<file path="src/hdl/aes_cfb_pkg.sv">
`timescale 1ns / 1ps
// ----------------------------------------------------------------------------
// AES CFB package
// Shared types, the S-box table and the round functions of the cipher core.
// ----------------------------------------------------------------------------
package aes_cfb_pkg;

	// Round key memory geometry: one 128-bit row per round, 15 rows at most.
	localparam int RK_ROWS = 15;
	localparam int RK_AW   = 4;

	// Configuration register indexes.
	localparam logic [3:0] REG_KEY0   = 4'd0;
	localparam logic [3:0] REG_KEY1   = 4'd1;
	localparam logic [3:0] REG_KEY2   = 4'd2;
	localparam logic [3:0] REG_KEY3   = 4'd3;
	localparam logic [3:0] REG_KLEN   = 4'd4;
	localparam logic [3:0] REG_IV_HI  = 4'd5;
	localparam logic [3:0] REG_IV_LO  = 4'd6;
	localparam logic [3:0] REG_DECRYPT = 4'd7;

	// Key length codes.
	localparam logic [1:0] KLEN_128 = 2'd0;
	localparam logic [1:0] KLEN_192 = 2'd1;
	localparam logic [1:0] KLEN_256 = 2'd2;
	localparam logic [1:0] KLEN_ALT = 2'd3;

	// Round key memory write port.
	typedef struct packed {
		logic              en;
		logic [RK_AW-1:0]  addr;
		logic [127:0]      data;
	} rk_wr_t;

	// Round key memory read port.
	typedef struct packed {
		logic              en;
		logic [RK_AW-1:0]  addr;
	} rk_rd_t;

	localparam logic [7:0] SBOX [0:255] = '{
		8'h63, 8'h7c, 8'h77, 8'h7b, 8'hf2, 8'h6b, 8'h6f, 8'hc5,
		8'h30, 8'h01, 8'h67, 8'h2b, 8'hfe, 8'hd7, 8'hab, 8'h76,
		8'hca, 8'h82, 8'hc9, 8'h7d, 8'hfa, 8'h59, 8'h47, 8'hf0,
		8'had, 8'hd4, 8'ha2, 8'haf, 8'h9c, 8'ha4, 8'h72, 8'hc0,
		8'hb7, 8'hfd, 8'h93, 8'h26, 8'h36, 8'h3f, 8'hf7, 8'hcc,
		8'h34, 8'ha5, 8'he5, 8'hf1, 8'h71, 8'hd8, 8'h31, 8'h15,
		8'h04, 8'hc7, 8'h23, 8'hc3, 8'h18, 8'h96, 8'h05, 8'h9a,
		8'h07, 8'h12, 8'h80, 8'he2, 8'heb, 8'h27, 8'hb2, 8'h75,
		8'h09, 8'h83, 8'h2c, 8'h1a, 8'h1b, 8'h6e, 8'h5a, 8'ha0,
		8'h52, 8'h3b, 8'hd6, 8'hb3, 8'h29, 8'he3, 8'h2f, 8'h84,
		8'h53, 8'hd1, 8'h00, 8'hed, 8'h20, 8'hfc, 8'hb1, 8'h5b,
		8'h6a, 8'hcb, 8'hbe, 8'h39, 8'h4a, 8'h4c, 8'h58, 8'hcf,
		8'hd0, 8'hef, 8'haa, 8'hfb, 8'h43, 8'h4d, 8'h33, 8'h85,
		8'h45, 8'hf9, 8'h02, 8'h7f, 8'h50, 8'h3c, 8'h9f, 8'ha8,
		8'h51, 8'ha3, 8'h40, 8'h8f, 8'h92, 8'h9d, 8'h38, 8'hf5,
		8'hbc, 8'hb6, 8'hda, 8'h21, 8'h10, 8'hff, 8'hf3, 8'hd2,
		8'hcd, 8'h0c, 8'h13, 8'hec, 8'h5f, 8'h97, 8'h44, 8'h17,
		8'hc4, 8'ha7, 8'h7e, 8'h3d, 8'h64, 8'h5d, 8'h19, 8'h73,
		8'h60, 8'h81, 8'h4f, 8'hdc, 8'h22, 8'h2a, 8'h90, 8'h88,
		8'h46, 8'hee, 8'hb8, 8'h14, 8'hde, 8'h5e, 8'h0b, 8'hdb,
		8'he0, 8'h32, 8'h3a, 8'h0a, 8'h49, 8'h06, 8'h24, 8'h5c,
		8'hc2, 8'hd3, 8'hac, 8'h62, 8'h91, 8'h95, 8'he4, 8'h79,
		8'he7, 8'hc8, 8'h37, 8'h6d, 8'h8d, 8'hd5, 8'h4e, 8'ha9,
		8'h6c, 8'h56, 8'hf4, 8'hea, 8'h65, 8'h7a, 8'hae, 8'h08,
		8'hba, 8'h78, 8'h25, 8'h2e, 8'h1c, 8'ha6, 8'hb4, 8'hc6,
		8'he8, 8'hdd, 8'h74, 8'h1f, 8'h4b, 8'hbd, 8'h8b, 8'h8a,
		8'h70, 8'h3e, 8'hb5, 8'h66, 8'h48, 8'h03, 8'hf6, 8'h0e,
		8'h61, 8'h35, 8'h57, 8'hb9, 8'h86, 8'hc1, 8'h1d, 8'h9e,
		8'he1, 8'hf8, 8'h98, 8'h11, 8'h69, 8'hd9, 8'h8e, 8'h94,
		8'h9b, 8'h1e, 8'h87, 8'he9, 8'hce, 8'h55, 8'h28, 8'hdf,
		8'h8c, 8'ha1, 8'h89, 8'h0d, 8'hbf, 8'he6, 8'h42, 8'h68,
		8'h41, 8'h99, 8'h2d, 8'h0f, 8'hb0, 8'h54, 8'hbb, 8'h16
	};

	// Multiply by two in GF(2^8).
	function automatic logic [7:0] xtime(input logic [7:0] a);
		xtime = {a[6:0], 1'b0} ^ (a[7] ? 8'h1b : 8'h00);
	endfunction

	// S-box applied to each byte of a word.
	function automatic logic [31:0] sub_word(input logic [31:0] w);
		sub_word = {SBOX[w[31:24]], SBOX[w[23:16]], SBOX[w[15:8]], SBOX[w[7:0]]};
	endfunction

	// One cipher round without the key addition. Byte k of the state sits
	// at bits 127-8k down; bytes are column major.
	function automatic logic [127:0] aes_round(input logic [127:0] st, input logic final_rnd);
		logic [7:0] sb [16];
		logic [7:0] t  [16];
		logic [7:0] a0, a1, a2, a3;
		logic [127:0] res;
		for (int k = 0; k < 16; k++) begin
			sb[k] = SBOX[st[127-8*k -: 8]];
		end
		for (int c = 0; c < 4; c++) begin
			for (int r = 0; r < 4; r++) begin
				t[4*c+r] = sb[4*((c+r)%4)+r];
			end
		end
		for (int c = 0; c < 4; c++) begin
			a0 = t[4*c];
			a1 = t[4*c+1];
			a2 = t[4*c+2];
			a3 = t[4*c+3];
			if (final_rnd) begin
				res[127-32*c -: 32] = {a0, a1, a2, a3};
			end else begin
				res[127-32*c -: 32] = {
					xtime(a0) ^ xtime(a1) ^ a1 ^ a2 ^ a3,
					a0 ^ xtime(a1) ^ xtime(a2) ^ a2 ^ a3,
					a0 ^ a1 ^ xtime(a2) ^ xtime(a3) ^ a3,
					xtime(a0) ^ a0 ^ a1 ^ a2 ^ xtime(a3)};
			end
		end
		aes_round = res;
	endfunction

endpackage

</file>
<file path="src/hdl/aes_cfb_rkmem.sv">
`timescale 1ns / 1ps
// ----------------------------------------------------------------------------
// AES CFB round key memory
// Single-port-write, single-port-read memory with a registered read.
// ----------------------------------------------------------------------------
module aes_cfb_rkmem (
	input  logic                   clk,
	input  aes_cfb_pkg::rk_wr_t    wr,
	input  aes_cfb_pkg::rk_rd_t    rd,
	output logic [127:0]           rd_data
);

	logic [127:0] mem [aes_cfb_pkg::RK_ROWS];

	// Write port.
	always_ff @(posedge clk) begin
		if (wr.en) begin
			mem[wr.addr] <= wr.data;
		end
	end

	// Registered read port.
	always_ff @(posedge clk) begin
		if (rd.en) begin
			rd_data <= mem[rd.addr];
		end
	end

endmodule

</file>
<file path="config.mk">
export PLATFORM = sky130hd
export DESIGN_NAME = aes_cfb_rkmem
export DESIGN_NICKNAME = d
export VERILOG_FILES = /design/src/hdl/aes_cfb_pkg.sv /design/src/hdl/aes_cfb_rkmem.sv
export SDC_FILE = /design/constraint.sdc
export NUM_CORES = 2
export LEC_CHECK = 0
export BUFFER_PORTS_ARGS = -buffer_cell sky130_fd_sc_hd__buf_2
export CAP_MARGIN = 10
export CORE_UTILIZATION = 47
export DETAILED_ROUTE_END_ITERATION = 6
export GPL_TIMING_DRIVEN = 0
export PLACE_DENSITY = 0.65
export SLEW_MARGIN = 30
export SYNTH_ARGS = -nofsm -noshare
export SYNTH_HDL_FRONTEND = slang
export SYNTH_SLANG_ARGS = --single-unit
</file>
<file path="constraint.sdc">
create_clock -name clk -period 17.8 [get_ports clk]
set_clock_uncertainty 0.05 [all_clocks]
set_input_delay 3.56 -clock clk [delete_from_list [all_inputs] [get_ports clk]]
set_output_delay 3.56 -clock clk [all_outputs]
set_load 0.05 [all_outputs]
</file>
==> flow_metrics.py <==
metrics = {
    "cts": {
        "cts_max_level": 4,
        "post-cts-setup-buffers": 0,
        "root_buffer": "clkbuf_16",
        "post_cts_resized": 0,
        "cts-buffers-inserted": 203,
        "clock_sinks": 2048,
        "cts_buffer_depth": 3,
        "clkTransAtPathRegs_ns": 0.06,
        "holdBufCountCts": 0,
        "tritoncts": "yes",
        "clock_latency_ns": 0.84,
    },
    "logic_synthesis": {
        "seq_area_frac_synth_pct": 79.9,
        "yosysWarningCount": 0,
        "synth_nets": 3821,
        "ys_async_sr_fraction_pct": 0,
        "synth_edf_count": 2048,
        "post_synth_inst_count": 3682,
        "netlist_area_um2": 76900,
        "synth-seq-cells": 2048,
        "ys_types": 30,
        "avgSynthCellArea_um2": 20.9,
        "synth_top_flop_cell": "edfxtp_1",
    },
    "detailed_routing": {
        "antenna_left": 0,
        "wl_per_cell_um": 29.0,
        "vias_per_cell": 5.86,
        "first_pass_iters": 5,
        "dr_total_vias": 39300,
        "drc": 0,
        "drt_wl_total_um": 194000,
        "drt_iter0_drc": 4788,
    },
    "timing": {
        "setup_viol": 0,
        "clock.fmax_ghz": 0.161,
        "hold_ws_ns": 0.652,
        "fin_ws_ns": 11.57,
        "slew_headroom_pct": 28.9,
        "rsz0062_at_grt": "no",
        "worst_pin_slew_ns": 1.07,
        "hold_viol": 0,
        "report.final.slew_viol_count": 0,
        "period_minus_slack_ns": 6.23,
        "fin_setup_tns_ns": 0,
        "fin_crit_sh_pct": 35.0,
    },
    "floorplanning": {
        "die_w_um": 407,
        "initial_utilization_pct": 47.3,
        "die_area_um2": 165000,
        "design.portCount": 267,
        "rows": 148,
        "die_height_um": 407,
        "coreArea_um2": 163000,
    },
    "pwr": {
        "p_per_area_nw_per_um2": 113,
        "total_power_w": 0.0103,
        "p_leak_nw": 30.4,
        "ir_drop_mv": 0.110,
    },
    "finish": {
        "drive_gt1_share_pct": 25.5,
        "nNetsFinal": 4486,
        "finalNonFillerCells": 6698,
        "num-fill-cells": 12200,
        "area_growth_pct": 18.5,
    },
    "placed_design": {
        "place_congestion": 0.757,
        "hpwl_um": 130000,
        "dp_slack_ns": 10.83,
        "placed_cells": 6317,
        "portBuffers": 264,
    },
    "critical_path": {
        "cp.arrival_ns": 6.73,
        "rrSetupSlack_ns": 15.94,
        "required_ns": 18.30,
        "worstReg2RegEnd": "rd_data[53]$_DFFE_PP_",
        "timing.rr.start": "mem[1][53]$_DFFE_PP_",
        "criticalPathCategory": "in -> reg",
        "path_cells": "buf_2 > buf_2 > buf_2 > buf_2 > clkbuf_1 > a31oi_1 > o21ai_1",
        "setup.worst_path.start_class": "primary input",
        "crit_top_cell": "buf_2",
        "critPathMaxFanout": 10,
        "path_buf_inv": 5,
        "cp_top_family": "buffers and inverters",
        "slowest_stage": "clkbuf_1",
        "max_stage_delay_ns": 0.84,
        "cp-startpoint": "rd[2]",
        "reg2reg_depth": 3,
        "endpoint_kind": "flip-flop",
    },
    "hold_path": {
        "hold_class": "reg -> reg",
        "hold_depth": 3,
        "min_to": "rd_data[93]$_DFFE_PP_",
        "hp-start": "mem[14][93]$_DFFE_PP_",
    },
    "global_route": {
        "track_usage_pct": 23.6,
        "use_met2_pct": 37.4,
        "grt_use_met1_pct": 33.1,
        "antenna_found_initial": 48,
        "grt_use_met3_pct": 5.44,
        "grt-ovfl-total": 0,
        "grt_most_used_layer": "met2",
        "grt_max_degree": 60,
        "grt_pass1_wl_um": 277000,
        "grt_pass1_vias": 39200,
    },
    "run": {
        "cap_violations": 0,
    },
    "status": {
        "status": "finished clean",
    },
}
-- layer usage --
metal / vias up / wire length (µm)
met5: - / 210
met4: 34 / 4590
met1: 20500 / 78400
met3: 330 / 18200
li1: 16600 / -
met2: 1776 / 92800
-- cell families after synthesis --
kind of cell / Yosys count / share of synthesized area [%]
muxes: 628 / 12.5
buffers and inverters: 210 / 1.57
and+or+nand+nor: 296 / 1.88
DFF: 2048 / 79.9
AOI/OAI and AO/OA: 500 / 4.09
-- worst register-to-register path, delay by kind of cell (launching register included) --
family | cells | cell delay, ns
multiplexers | 1 | 0.46
flip-flops | 1 | 0.37
AO/OA/AOI/OAI | 2 | 0.60
-- sequential cells by signal, summed over array words and instances, names as in the netlist --
name and count:
mem 1920, rd_data 128
-- cells in the mapped netlist (11+ instances only) --
| library cell | instances | area share [%] |
|---|---|---|
| buf_2 | 55 | 0.36 |
| clkbuf_1 | 69 | 0.34 |
| a21oi_1 | 12 | 0.078 |
| o22ai_1 | 116 | 0.94 |
| a31oi_1 | 116 | 0.94 |
| buf_6 | 22 | 0.32 |
| nor2_1 | 31 | 0.15 |
| mux4_2 | 268 | 7.8 |
| mux2i_1 | 360 | 4.7 |
| a22oi_1 | 128 | 1.2 |
| o211ai_1 | 12 | 0.12 |
| edfxtp_1 | 2048 | 80 |
| buf_1 | 11 | 0.054 |
| nand2_1 | 130 | 0.63 |
| nand2b_1 | 122 | 0.99 |
| o21ai_0 | 13 | 0.085 |
| o21ai_1 | 103 | 0.67 |
| buf_4 | 50 | 0.49 |
-- cell type report --
type                    instances  area (µm²)  share of cell area (%)
diodes                         11        27.5                  0.0302
flip-flops and latches       2048       61500                    67.5
repair buffers                460        4820                    5.29
plain buffers                 207        1200                    1.32
clock inverters               114        1180                    1.30
inverters                       3        11.3                  0.0124
multi-input cells            1424       14300                    15.7
well taps                    2175        2720                    2.99
clock buffers                 256        5340                    5.86
-- cells in the final DEF, fill, tap and decap left out, drive strengths merged --
cell type,instances
a21oi,12
a22oi,128
a31oi,116
and2b,1
buf,598
bufinv,20
clkbuf,325
clkinv,78
clkinvlp,6
diode,11
edfxtp,2048
inv,13
mux2i,360
mux4,268
nand2,130
nand2b,122
nand3,1
nand3b,2
nor2,32
nor2b,1
nor3,4
o211ai,12
o21ai,116
o22ai,116
or2,2
or3b,1
-- power by group --
part	switching, W	internal, W
Combinational	0.000441	0.000208
Sequential	0.0000313	0.00543
Clock	0.00181	0.00242
Total	0.00228	0.00806
-- per-stage QoR --
step	area (µm²)	util, %
floorplan	76900	-
global placement	81000	49.8
detailed placement	84600	52.0
CTS	91100	56.0
global route	91100	56.0
finish	91100	56.1
-- how the worst max path moves through the flow --
stage | cells after the start | end
3_3_place_gp | 3 | mem[0][77]$_DFFE_PP_
6_report | 7 | rd_data[104]$_DFFE_PP_
5_1_grt | 7 | rd_data[104]$_DFFE_PP_
4_1_cts | 7 | rd_data[38]$_DFFE_PP_
2_1_floorplan | 2 | mem[0][0]$_DFFE_PP_
3_5_place_dp | 7 | rd_data[38]$_DFFE_PP_
Power figures use the tool's default switching activity.
